[config.mk]
export PLATFORM = sky130hd
export DESIGN_NAME = phgm_queue
export DESIGN_NICKNAME = d
export VERILOG_FILES = /design/src/hw/rtl/phgm_pkg.sv /design/src/hw/rtl/phgm_queue.sv
export SDC_FILE = /design/constraint.sdc
export NUM_CORES = 1
export LEC_CHECK = 0
export ABC_AREA = 1
export BUFFER_PORTS_ARGS = -buffer_cell sky130_fd_sc_hd__buf_2
export CAP_MARGIN = 20
export CORE_UTILIZATION = 52
export DETAILED_ROUTE_END_ITERATION = 12
export PLACE_DENSITY = 0.78
export SLEW_MARGIN = 20
export SYNTH_ARGS = -nofsm -noshare
export SYNTH_HDL_FRONTEND = slang
export SYNTH_SLANG_ARGS = --single-unit
[constraint.sdc]
create_clock -name aclk -period 4.58 [get_ports aclk]
set_clock_uncertainty 0.1 [all_clocks]
set_input_delay 0.458 -clock aclk [delete_from_list [all_inputs] [get_ports aclk]]
set_output_delay 0.458 -clock aclk [all_outputs]
set_load 0.05 [all_outputs]
[src/hw/rtl/phgm_pkg.sv]
`default_nettype none
package phgm_pkg;

    localparam int COORD_W = 17;   // x offset and z, below GRID_SIZE*CELL_MM
    localparam int ROW_W   = 10;   // row / col index, up to 1024 cells
    localparam int SUM_W   = 35;
    localparam int CNT_W   = 18;
    localparam int DIV_W   = 35;
    localparam logic [CNT_W-1:0] CNT_MAX = {CNT_W{1'b1}};

    localparam logic [1:0] MODE_CLEAR = 2'd0;
    localparam logic [1:0] MODE_ADD   = 2'd1;

    localparam logic [1:0] ST_CLEARED = 2'd0;
    localparam logic [1:0] ST_BINNED  = 2'd1;
    localparam logic [1:0] ST_OUTSIDE = 2'd2;
    localparam logic [1:0] ST_READ    = 2'd3;

    typedef enum logic [2:0] {
        OP_CLEAR    = 3'd0,
        OP_ADD      = 3'd1,
        OP_OUTSIDE  = 3'd2,
        OP_READ     = 3'd3,
        OP_READ_OOR = 3'd4
    } op_t;

    typedef struct packed {
        op_t                op;
        logic [COORD_W-1:0] x_off;
        logic [COORD_W-1:0] z;
        logic signed [15:0] y;
        logic [8:0]         row;
        logic [8:0]         col;
    } cmd_t;

    typedef struct packed {
        logic [1:0]         status;
        logic [8:0]         row;
        logic [8:0]         col;
        logic [15:0]        mean;
        logic [CNT_W-1:0]   count;
        logic               obstacle;
    } res_t;

endpackage
`default_nettype wire

[src/hw/rtl/phgm_queue.sv]
`default_nettype none
module phgm_queue (
    input  wire logic            aclk,
    input  wire logic            aresetn,
    input  wire logic            push,
    input  wire phgm_pkg::cmd_t  push_cmd,
    output logic                 full,
    input  wire logic            pop,
    output logic                 not_empty,
    output phgm_pkg::cmd_t       head
);
    import phgm_pkg::*;

    cmd_t       slot_reg [2];
    logic       wr_ptr_reg, rd_ptr_reg;
    logic [1:0] cnt_reg;

    assign full      = (cnt_reg == 2'd2);
    assign not_empty = (cnt_reg != 2'd0);
    assign head      = slot_reg[rd_ptr_reg];

    always_ff @(posedge aclk) begin
        if (push) begin
            slot_reg[wr_ptr_reg] <= push_cmd;
        end
        if (!aresetn) begin
            wr_ptr_reg <= 1'b0;
            rd_ptr_reg <= 1'b0;
            cnt_reg    <= 2'd0;
        end else begin
            if (push) wr_ptr_reg <= !wr_ptr_reg;
            if (pop)  rd_ptr_reg <= !rd_ptr_reg;
            cnt_reg <= cnt_reg + 2'(push) - 2'(pop);
        end
    end

endmodule
`default_nettype wire

==> metrics <==
status=finished clean; layout cells sized above 1=0.593; maximum VDD drop=0.264 mV; CP Class=flip-flop to output pin; TNS Setup=0 ps; GRT Overall Usage=0.170; fill count=732; Initial Util=0.545; Reg2Reg Launch Point=wr_ptr_reg; clk sinks=147; RSZ-0062 raised after global routing=false; final worst slack=1720 ps; num rows=37; synthesized area per cell=22.5 µm²; Post-CTS Setup Inserts=0; CTS Buffer Depth=2; worst hold path depth=1; Mapped Area=5700 µm²; Crit. End Element=output pin; root buf cell=clkbuf_8; Hold Crit Endpoint=slot_reg[1][19]; Least-Margin Pin Slew=798 ps; # DRC=0; H-Tree Depth=4; first-pass GRT wire length=14100 µm; post-route ant nets=0; final max-slew violation count=0; Hold Crit Start=push_cmd[19]; grt ovf=0; CTS resizes=0; DR WL/cell=16.5 µm; Die Area=11400 µm²; Setup crit start kind=flip-flop; Req. time, crit path=4020 ps; cell taking the most area after synthesis=edfxtp_1; DR pass1 iterations=4; Clock Latency Late Sink=500 ps; Final Hold Vio Count=0; Worst-path clk slew=60 ps; r2r setup slk=2570 ps; dpl hpwl=6210 µm; post-synthesis cell type count=12; CTS tree=built; Core Footprint=10500 µm²; diode count=0; most frequent cells in the layout=buf_2, edfxtp_1, mux2_4, clkbuf_16, nand2_1; Tmin final=2860 ps; vias in the first global route=2900; multi-input logic area=1170 µm²; largest cells by area after synthesis=edfxtp_1, mux2_4, buf_12; vias per cell=4.94; Cells after Synth=254; largest net degree at the start of global routing=46; reg2reg end=slot_reg[1][9]; Die Wd=107 µm; area grow syn2layout=24.3%; post-synth top area share=0.748; endpoints failing setup=0; buffers added on ports=147; commonest non-fill, non-tap cell in the layout=buf_2; period utilisation layout=0.625; LEAKAGE=2.90 nW; CP Max Fanout=30; Die H=107 µm; Rel. slew slack=0.467; yosys warns=0; CTS Hold Buffers Added=0; worst reg2reg path depth=3; Ports=148; max_cap viols=0; flops & latches, synth=147; Worst Hold Class=primary input to flip-flop; routability cong.=0.692; drt total wl=9300 µm; DR vias=2784; WP data arrival=2310 ps; dpl ws=2200 ps; Reg area=4370 µm²; initial DRC count=102; post-synthesis net count=331; initial antenna violation count=1; number of buffers created by CTS=17; Final #Nets=494; max reg flops=142; PD cells=483 nW/µm²; Fmax=0.349 GHz; register area share after synthesis=0.765
==> synthesized netlist by cell type <==
library cell and count:
edfxtp_1 142, nand3_1 1, dfxtp_1 5, mux2_4 70, a21oi_1 1, inv_1 7
buf_6 1, ha_1 2, nand2_1 9, buf_12 7, mux2_2 1, nor2_1 8
==> layer usage <==
metal,share of wire,routed length [µm],global-route usage,vias to the layer above
met2,0.52,4820,0.294,98
met3,0.071,664,0.0650,9
li1,-,-,-,1309
met5,0.0019,18,0,-
met4,0.0084,78,0.0675,2
met1,0.40,3720,0.188,1366
==> kinds of logic (layout without fill, tap and decap cells) <==
group,after synthesis,count (layout),synth area share
fa+ha+maj,2,2,0.00439
mux,71,71,0.186
simple gates,18,18,0.0121
flops,147,147,0.765
compound gates,1,1,0.000877
buf+inv,15,189,0.0312
==> through the flow <==
stage	cell area [µm²]	power, mW	cells	utilization	hold WS [ps]
after floorplan	5700	2.01	254	-	363
after global placement	6510	2.09	534	0.622	376
after detailed placement	6510	2.11	534	0.622	391
after CTS	7090	3.46	564	0.678	7.60
after global routing	7090	3.54	564	0.678	5.50
final	7090	3.43	564	0.678	35.0
==> critical path, stage by stage, from the launching register on <==
cell,delay [ps]
dfxtp_4,710
buf_4,480
mux2_2,380
buf_2,210
==> power breakdown <==
group,switching (mW),internal [mW],leakage [nW]
clock,0.482,0.871,0.287
sequential,0.0293,1.56,1.38
combinational,0.326,0.160,1.23
==> worst max path at each step <==
stage	to	startpoint	slack, ps	cells past startpoint
final	head[70]	flip-flop	1720	3
after global routing	head[70]	flip-flop	1580	3
after CTS	head[70]	flip-flop	1650	3
after detailed placement	head[70]	flip-flop	2200	3
after global placement	head[70]	flip-flop	2210	3
after floorplan	slot_reg[0][0]	push	500	2
==> area by class of cell <==
type,count,share of cell area
Clock buffer,18,0.0589
Clock inverter,12,0.0233
Timing Repair Buffer,152,0.109
Multi-Input combinational cell,92,0.165
Sequential cell,147,0.616
Inverter,7,0.00388
Tap cell,136,0.0240
(Power assumes the default switching activity.)
