<file path="src/hw/rtl/phgm_pkg.sv">
`default_nettype none
package phgm_pkg;

    localparam int COORD_W = 17;   // x offset and z, below GRID_SIZE*CELL_MM
    localparam int ROW_W   = 10;   // row / col index, up to 1024 cells
    localparam int SUM_W   = 35;
    localparam int CNT_W   = 18;
    localparam int DIV_W   = 35;
    localparam logic [CNT_W-1:0] CNT_MAX = {CNT_W{1'b1}};

    localparam logic [1:0] MODE_CLEAR = 2'd0;
    localparam logic [1:0] MODE_ADD   = 2'd1;

    localparam logic [1:0] ST_CLEARED = 2'd0;
    localparam logic [1:0] ST_BINNED  = 2'd1;
    localparam logic [1:0] ST_OUTSIDE = 2'd2;
    localparam logic [1:0] ST_READ    = 2'd3;

    typedef enum logic [2:0] {
        OP_CLEAR    = 3'd0,
        OP_ADD      = 3'd1,
        OP_OUTSIDE  = 3'd2,
        OP_READ     = 3'd3,
        OP_READ_OOR = 3'd4
    } op_t;

    typedef struct packed {
        op_t                op;
        logic [COORD_W-1:0] x_off;
        logic [COORD_W-1:0] z;
        logic signed [15:0] y;
        logic [8:0]         row;
        logic [8:0]         col;
    } cmd_t;

    typedef struct packed {
        logic [1:0]         status;
        logic [8:0]         row;
        logic [8:0]         col;
        logic [15:0]        mean;
        logic [CNT_W-1:0]   count;
        logic               obstacle;
    } res_t;

endpackage
`default_nettype wire

</file>
<file path="src/hw/rtl/phgm_front.sv">
`default_nettype none
module phgm_front #(
    parameter int GRID_SIZE = 400,
    parameter int CELL_MM   = 10
) (
    input  wire logic         s_tvalid,
    output logic              s_tready,
    input  wire logic [71:0]  s_tdata,
    input  wire logic [1:0]   s_tuser,
    input  wire logic         q_full,
    output logic              q_push,
    output phgm_pkg::cmd_t    q_cmd
);
    import phgm_pkg::*;

    localparam int HALF_LO = (GRID_SIZE / 2) * CELL_MM;
    localparam int HALF_HI = (GRID_SIZE - GRID_SIZE / 2) * CELL_MM;
    localparam int SPAN    = GRID_SIZE * CELL_MM;
    localparam logic signed [18:0] HLO = 19'(HALF_LO);
    localparam logic signed [18:0] HHI = 19'(HALF_HI);
    localparam logic signed [18:0] SPN = 19'(SPAN);
    localparam logic [10:0]        GSZ = 11'(GRID_SIZE);

    logic signed [18:0] xs, zs, xo;
    logic               in_area;

    assign s_tready = !q_full;
    assign q_push   = s_tvalid && !q_full;

    always_comb begin
        xs = {{3{s_tdata[15]}}, s_tdata[15:0]};
        zs = {{3{s_tdata[47]}}, s_tdata[47:32]};
        xo = xs + HLO;
        in_area = (xs > -HLO) && (xs < HHI) && (zs > 19'sd0) && (zs < SPN);
        q_cmd.x_off = COORD_W'(xo);
        q_cmd.z     = COORD_W'(zs);
        q_cmd.y     = s_tdata[31:16];
        q_cmd.row   = s_tdata[56:48];
        q_cmd.col   = s_tdata[65:57];
        if (s_tuser == MODE_CLEAR) begin
            q_cmd.op = OP_CLEAR;
        end else if (s_tuser == MODE_ADD) begin
            q_cmd.op = in_area ? OP_ADD : OP_OUTSIDE;
        end else if (({2'b0, s_tdata[56:48]} >= GSZ) || ({2'b0, s_tdata[65:57]} >= GSZ)) begin
            q_cmd.op = OP_READ_OOR;
        end else begin
            q_cmd.op = OP_READ;
        end
    end

endmodule
`default_nettype wire

</file>
<file path="config.mk">
export PLATFORM = sky130hd
export DESIGN_NAME = phgm_front
export DESIGN_NICKNAME = d
export VERILOG_FILES = /design/src/hw/rtl/phgm_pkg.sv /design/src/hw/rtl/phgm_front.sv
export SDC_FILE = /design/constraint.sdc
export NUM_CORES = 1
export LEC_CHECK = 0
export ABC_AREA = 1
export BUFFER_PORTS_ARGS = -buffer_cell sky130_fd_sc_hd__buf_2
export CORE_AREA = 2 2 58 60
export DETAILED_ROUTE_END_ITERATION = 12
export DIE_AREA = 0 0 60 62
export PLACE_DENSITY = 0.86
export SLEW_MARGIN = 20
export SYNTH_ARGS = -nofsm -noshare
export SYNTH_HDL_FRONTEND = slang
export SYNTH_SLANG_ARGS = --single-unit
</file>
<file path="constraint.sdc">
create_clock -name vclk -period 1.6
set_input_delay 0.08 -clock vclk [all_inputs]
set_output_delay 0.08 -clock vclk [all_outputs]
set_load 0.05 [all_outputs]
</file>
==> results of run 1 <==
[critical path: stages]
cell and delay (ns):
buf_2 0.10, ha_1 0.19, inv_2 0.06, nor3_1 0.17, nand2_2 0.07, nor2_2 0.13, nor2_2 0.05, nand3_1 0.07
nand2_1 0.05, nand2_1 0.05, buf_2 0.26
[metal layers]
metal / global-route usage (%) / vias up / share of wire (%)
met4: 4.44 / 0 / 4.0
li1: - / 508 / -
met1: 10.5 / 425 / 35
met3: 1.66 / 16 / 9.1
met5: 0 / - / 0
met2: 22.5 / 58 / 51
[worst paths after layout]
path	start	to	cells past startpoint	slack [ns]
max	s_tdata[4]	q_cmd[69]	11	0.24
min	s_tdata[28]	q_cmd[30]	0	0.16
[layout make-up]
cell class                 count  area share [%]
tap                           46            5.31
multi-input combinational     82            43.9
timing repair buffer          95            43.9
inverter                      20            6.93
[synth_stat cells, drive strengths merged]
master and instances:
buf 55, nand2 28, nor2 22, inv 20, xor2 7, nand3 6
nand4 4, nor3 3, and2 2, ha 2, o21ai 2, o311ai 2
xnor2 2, a21boi 1, o31ai 1
[cell families (layout without fill, tap and decap cells)]
| group | Yosys count | count (layout) | share of synthesized area, % |
|---|---|---|---|
| and+or+nand+nor | 65 | 65 | 33.0 |
| xor gates and xnor gates | 9 | 9 | 8.18 |
| AOI/OAI and AO/OA | 6 | 6 | 5.59 |
| buffers and inverters | 75 | 115 | 50.6 |
| adders and majority gates | 2 | 2 | 2.60 |
[stage by stage]
| stage | power, mW | setup slack, ns | utilization [%] | hold WS (ns) |
|---|---|---|---|---|
| floorplan | 0.590 | 0.124 | - | 0.327 |
| global placement | 0.526 | 0.245 | 34.1 | 0.160 |
| detailed placement | 0.530 | 0.228 | 34.1 | 0.160 |
| CTS | 0.531 | 0.226 | 34.1 | 0.160 |
| global route | 0.562 | 0.0918 | 34.1 | 0.160 |
| finish | 0.527 | 0.242 | 34.1 | 0.160 |
[power groups by stage]
stage / combinational [mW] / sequential, mW / clock [mW]
after floorplan: 0.590 / 0 / 0
after global placement: 0.526 / 0 / 0
after detailed placement: 0.530 / 0 / 0
after CTS: 0.531 / 0 / 0
after global routing: 0.562 / 0 / 0
final: 0.527 / 0 / 0
[layout by cell type, fill, tap and decap left out]
cell      count
nand3_2       1
nor3_2        1
nor2_2        4
o31ai_1       1
buf_2        95
xnor2_1       2
nand3_1       5
and2_4        1
o21ai_4       1
nor3_1        2
o311ai_0      2
and2_0        1
ha_1          2
inv_2         3
xor2_1        7
nor2_4        2
nand2_1      24
nand2_2       4
nand4_1       4
nor2_1       16
a21boi_0      1
inv_1        17
o21ai_1       1
==> impl_metrics.toml, run 1 <==
[yosys]
ys_top_cells_by_area = "buf_4 (43%), nand2_1 (9.4%), inv_1 (6.6%), xor2_1 (6.4%), nor2_1 (6.2%)"
yosysTopAreaCell = "buf_4"
yosysTopAreaCellShare_pct = 42.9
synth_cell_type_count = 23
syn-num-nets = 235
netlist_area_um2 = 963
ys_warn_count = 0
syn_avg_cell_area_um2 = 6.14
seq_area_frac_synth_pct = 0
synthCells = 157

[layout]
drive_above_1_share_pct = 56.9
nFillCells = 343
final_cells = 243
final_nets = 277
clkbuf_count = 0
area_growth_pct = 12.5
seq_cells = 0
diodes = 0
seq_area_um2 = 0
fin_area_mm2 = 0.00108
multi_input_area_um2 = 475

[route]
route.detailed.drc = 0
vias = 1007
via_per_inst = 4.14
firstDrtPassIters = 2
drt_wl_total_mm = 2.32
wire_per_inst_um = 9.54
final_antenna_net_count = 0
drtIter0Drc = 12

[global_routing]
track_usage_pct = 10.8
grt_pass1_wl_mm = 3.21
antenna_found_initial = 0
grt_max_degree = 6
first_global_vias = 829
grt_overflow_total = 0

[place]
place_congestion = 0.717
dp_hpwl_mm = 2.18
postPlaceCellArea_mm2 = 0.00108
port_buffers = 95
dp_cells = 243

[pwr]
switchingPower_mw = 0.399
ir_drop_uv = 156
p_leak_nw = 0.662
p_comb_share_pct = 100.0
power_frac_seq_pct = 0
p_clk_share_pct = 0
p_int_mw = 0.129
swShare_pct = 75.6
pwr_density_cell_mw_per_mm2 = 487

[die]
die_y_um = 62
core-area_mm2 = 0.00318
start_util_pct = 30.3
rows = 21
io_pins = 149
die_x_um = 60
dieArea_mm2 = 0.00372

[worst_setup_path]
crit_arrival_ns = 1.28
cp-end-kind = "primary output"
critPathLaunchType = "input port"
cp_max_fo = 3
worstSetupPathType = "input port to primary output"
cp.required_ns = 1.52

[flow_run]
cap_violations = 0

[sta]
finalSetupViolations = 0
finalCriticalPeriod_ns = 1.36
relSlewSlack_pct = 71.3
max_clock_freq_mhz = 736
timing.final.crit_share_pct = 84.9
tightest_slew_ns = 0.426
tns_ns = 0
maxSlewViolCount = 0
grt_setup_unrepaired = "false"
hold_viol = 0

[clock_network]
cts_setup_buffers = 0
hold_buffers = 0
cts.repair.resized = 0

[run_status]
status = "finished, final reports clean"

[min_path]
worstHoldPathType = "input port to primary output"
(Power assumes the default switching activity.)
==> inputs of run 2 (changes only) <==
CORE_AREA = unset   (was 2 2 58 60)
CORE_UTILIZATION = 31   (was unset)
DIE_AREA = unset   (was 0 0 60 62)
clock period = 1.25 ns   (was 1.6 ns; I/O delays follow)
==> run 2 against run 1 <==
Compared with the run above:
- worst setup slack got worse by 0.16 ns
- highest routed layer unchanged
- largest power group unchanged
- the flow now finishes with violations (DRC)
- die area is 10% lower
- final cell count decreased by 2.9%
- wire length is 0.65% lower
==> impl_metrics.toml, run 2 (synthesis results as in run 1) <==
[place]
postPlaceCellArea_mm2 = 0.00116
place_congestion = 0.771
port_buffers = 95
dp_cells = 236
dp_hpwl_mm = 2.06
pre_cts_slack_ns = -0.106

[die]
die_x_um = 57.7
core-area_mm2 = 0.00285
io_pins = 149
start_util_pct = 33.8
die_y_um = 57.7
rows = 19
dieArea_mm2 = 0.00333

[sta]
finalSetupViolations = 0
tns_ns = 0
setup_slack_ns = 0.0855
relSlewSlack_pct = 78.0
max_clock_freq_mhz = 859
finalCriticalPeriod_ns = 1.16
hold_viol = 0
tightest_slew_ns = 0.325
grt_setup_unrepaired = "true"
timing.final.crit_share_pct = 93.2
maxSlewViolCount = 0

[worst_setup_path]
cp-end-kind = "primary output"
critPathLaunchType = "input port"
crit_arrival_ns = 1.10
cp.required_ns = 1.19
worstSetupPathType = "input port to primary output"
cp_max_fo = 3

[flow_run]
cap_violations = 0

[global_routing]
grt_pass1_wl_mm = 3.12
track_usage_pct = 11.4
grt_max_degree = 6
antenna_found_initial = 0
first_global_vias = 773
grt_overflow_total = 0

[layout]
seq_area_um2 = 0
seq_cells = 0
area_growth_pct = 28.2
fin_area_mm2 = 0.00123
final_nets = 285
clkbuf_count = 0
final_cell_mix = "buf_2 (84), nand2_1 (22), inv_1 (15), nor2_1 (15), buf_4 (11)"
diodes = 0
drive_above_1_share_pct = 64.4
mostFrequentLayoutCell = "buf_2"
final_cells = 236

[route]
drt_wl_total_mm = 2.30
route.detailed.drc = 10
final_antenna_net_count = 0
wire_per_inst_um = 9.76
via_per_inst = 4.36
drtIter0Drc = 21
vias = 1029
firstDrtPassIters = 8

[run_status]
violations = "DRC"
status = "complete, but fails checks"

[pwr]
ir_drop_uv = 236
pwr_density_cell_mw_per_mm2 = 598
p_leak_nw = 0.721

[clock_network]
hold_buffers = 0

[min_path]
worstHoldPathType = "input port to primary output"
-- run 2: worst max-delay path, cell delays in order --
cell and delay, ns:
buf_6 0.11, ha_4 0.17, inv_4 0.06, nand4_1 0.17
nand4_1 0.21, xor2_2 0.16, buf_6 0.17
-- run 2: worst paths after layout --
path        start   endpoint  slack (ns)  cells past startpoint
min   s_tdata[49]  q_cmd[10]        0.13                      0
max    s_tdata[4]  q_cmd[65]        0.09                      7
-- run 2: timing repair --
item / 4_1_cts / 5_1_grt
buffers inserted: 0 / 0
setup endpoints to repair: 5 / 9
resized for setup: 7 / 21
pin swaps: 0 / 6
-- run 2: area by class of cell --
class                      count  area, µm²
fill                         293       1620
multi-input combinational     82        533
tap                           31       38.8
timing repair buffer         103        586
inverter                      20       77.6
-- run 2: stage by stage --
step                      power [mW]  util, %  hold WS, ns
after floorplan                0.766        -        0.292
after CTS                      0.717     41.4        0.125
after global placement         0.700     40.7        0.125
after detailed placement       0.703     40.7        0.125
after global routing           0.777     43.3        0.125
final                          0.739     43.3        0.125
-- run 2: report_power, final --
part,switching (mW),internal [mW]
Combinational,0.527,0.212
Sequential,0,0
Clock,0,0
Total,0.527,0.212
-- run 2: per-layer routing --
layer	vias to the layer above	global-route usage, %	part of all wire [%]
met2	62	23.3	53
met4	0	2.38	1.2
met1	436	12.5	36
li1	521	-	-
met5	-	0	0
met3	10	1.34	9.5
==> inputs of run 3 (changes only) <==
CORE_MARGIN = 2   (was unset)
==> run 3 against run 2 <==
Compared with the run above:
- the flow now finishes without violations
- global-route usage fell by 0.73 points
- critical path depth unchanged
- non-clock buffer count fell by 1
- worst hold slack stayed put
- maximum frequency fell by 1.6%
- cell area increased by 0.30%
- flip-flop and latch count did not move
- power grew 0.22%
- worst setup slack got worse by 0.019 ns
- first-iteration DRC count is 52% lower
- core utilization fell by 2.0 points
- via count about the same
==> impl_metrics.toml, run 3 (synthesis results as in run 1) <==
[worst_setup_path]
cp_slowest_stage_delay_ns = 0.20
worstSetupPathType = "input port to primary output"
cp.required_ns = 1.19
cp_max_fo = 3
path_cells = "buf_4 -> ha_4 -> inv_4 -> nand4_1 -> nand4_1 -> xor2_2 -> buf_6"
crit_buf_inv = 3
critPathLaunchType = "input port"
cp-end-kind = "primary output"
crit_arrival_ns = 1.12
cp_common_cell = "nand4_1"
slowest_stage = "nand4_1"
crit_family = "buffers and inverters"
cp.depth = 7

[die]
die_x_um = 59.7
io_pins = 149
core-area_mm2 = 0.00300
rows = 20
dieArea_mm2 = 0.00357
die_y_um = 59.7
start_util_pct = 32.1

[layout]
final_nets = 284
diodes = 0
area_growth_pct = 28.6
mostFrequentLayoutCell = "buf_2"
drive_above_1_share_pct = 65.7
clkbuf_count = 0
seq_area_um2 = 0
seq_cells = 0
final_cell_mix = "buf_2 (87), nand2_1 (21), nor2_1 (15), inv_1 (14), buf_4 (11)"
fin_area_mm2 = 0.00124

[place]
port_buffers = 95
postPlaceCellArea_mm2 = 0.00115
place_congestion = 0.741
dp_hpwl_mm = 2.09

[global_routing]
antenna_found_initial = 0
first_global_vias = 816
track_usage_pct = 10.7
grt_overflow_total = 0
grt_max_degree = 6
grt_pass1_wl_mm = 3.13

[clock_network]
hold_buffers = 0

[route]
route.detailed.drc = 0
drtIter0Drc = 10
final_antenna_net_count = 0
firstDrtPassIters = 4
drt_wl_total_mm = 2.39
vias = 1028
wire_per_inst_um = 10.1
via_per_inst = 4.34

[pwr]
ir_drop_uv = 259
total_power_mw = 0.740
pwr_density_cell_mw_per_mm2 = 598
p_leak_nw = 0.714

[sta]
max_clock_freq_mhz = 845
tightest_slew_ns = 0.439
maxSlewViolCount = 0
relSlewSlack_pct = 70.4
finalSetupViolations = 0
finalCriticalPeriod_ns = 1.18
hold_viol = 0
timing.final.crit_share_pct = 94.7

[min_path]
worstHoldPathType = "input port to primary output"
hold_depth = 0

[run_status]
status = "finished, final reports clean"

[flow_run]
cap_violations = 0
run 3: report_power, final:
part           internal, mW  leakage [nW]  switching, mW  total (mW)
Clock                     0             0              0           0
Combinational         0.209         0.714          0.532       0.740
Sequential                0             0              0           0
Total                 0.209         0.714          0.532       0.740
run 3: path summary, 6_finish.rpt:
kind                         from   endpoint
worst max-delay path   s_tdata[4]  q_cmd[65]
worst min-delay path  s_tdata[58]   q_cmd[1]
run 3: area by class of cell:
type,instances,area (µm²)
tap,33,41.3
inverter,20,80.1
multi-input combinational,82,551
timing repair buffer,102,567
fill,317,1760
run 3: what timing repair did:
item / 4_1_cts / 5_1_grt
setup endpoints to repair: 3 / 7
resized for setup: 4 / 26
hold endpoints to repair: 0 / 0
cloned: 0 / 0
setup buffers: 0 / 0
pin swaps: 0 / 7
run 3: metrics by stage:
step	hold WS, ns	util (%)	setup TNS [ns]	cells	setup WS, ns
5_1_grt	0.125	41.3	-0.00235	237	-0.00178
3_3_place_gp	0.125	38.5	-0.0855	237	-0.0534
6_report	0.125	41.3	0	237	0.0669
2_1_floorplan	0.292	-	0	157	0.00248
3_5_place_dp	0.125	38.5	-0.115	237	-0.0898
4_1_cts	0.125	38.8	0	237	0.00402
run 3: layer usage:
layer / vias up / wire length [µm] / share of wire, % / track usage (%)
li1: 520 / - / - / -
met1: 440 / 872 / 36 / 12.5
met2: 58 / 1250 / 52 / 20.8
met3: 10 / 217 / 9.1 / 0.433
met4: 0 / 56 / 2.3 / 2.86
met5: - / 0 / 0 / 0
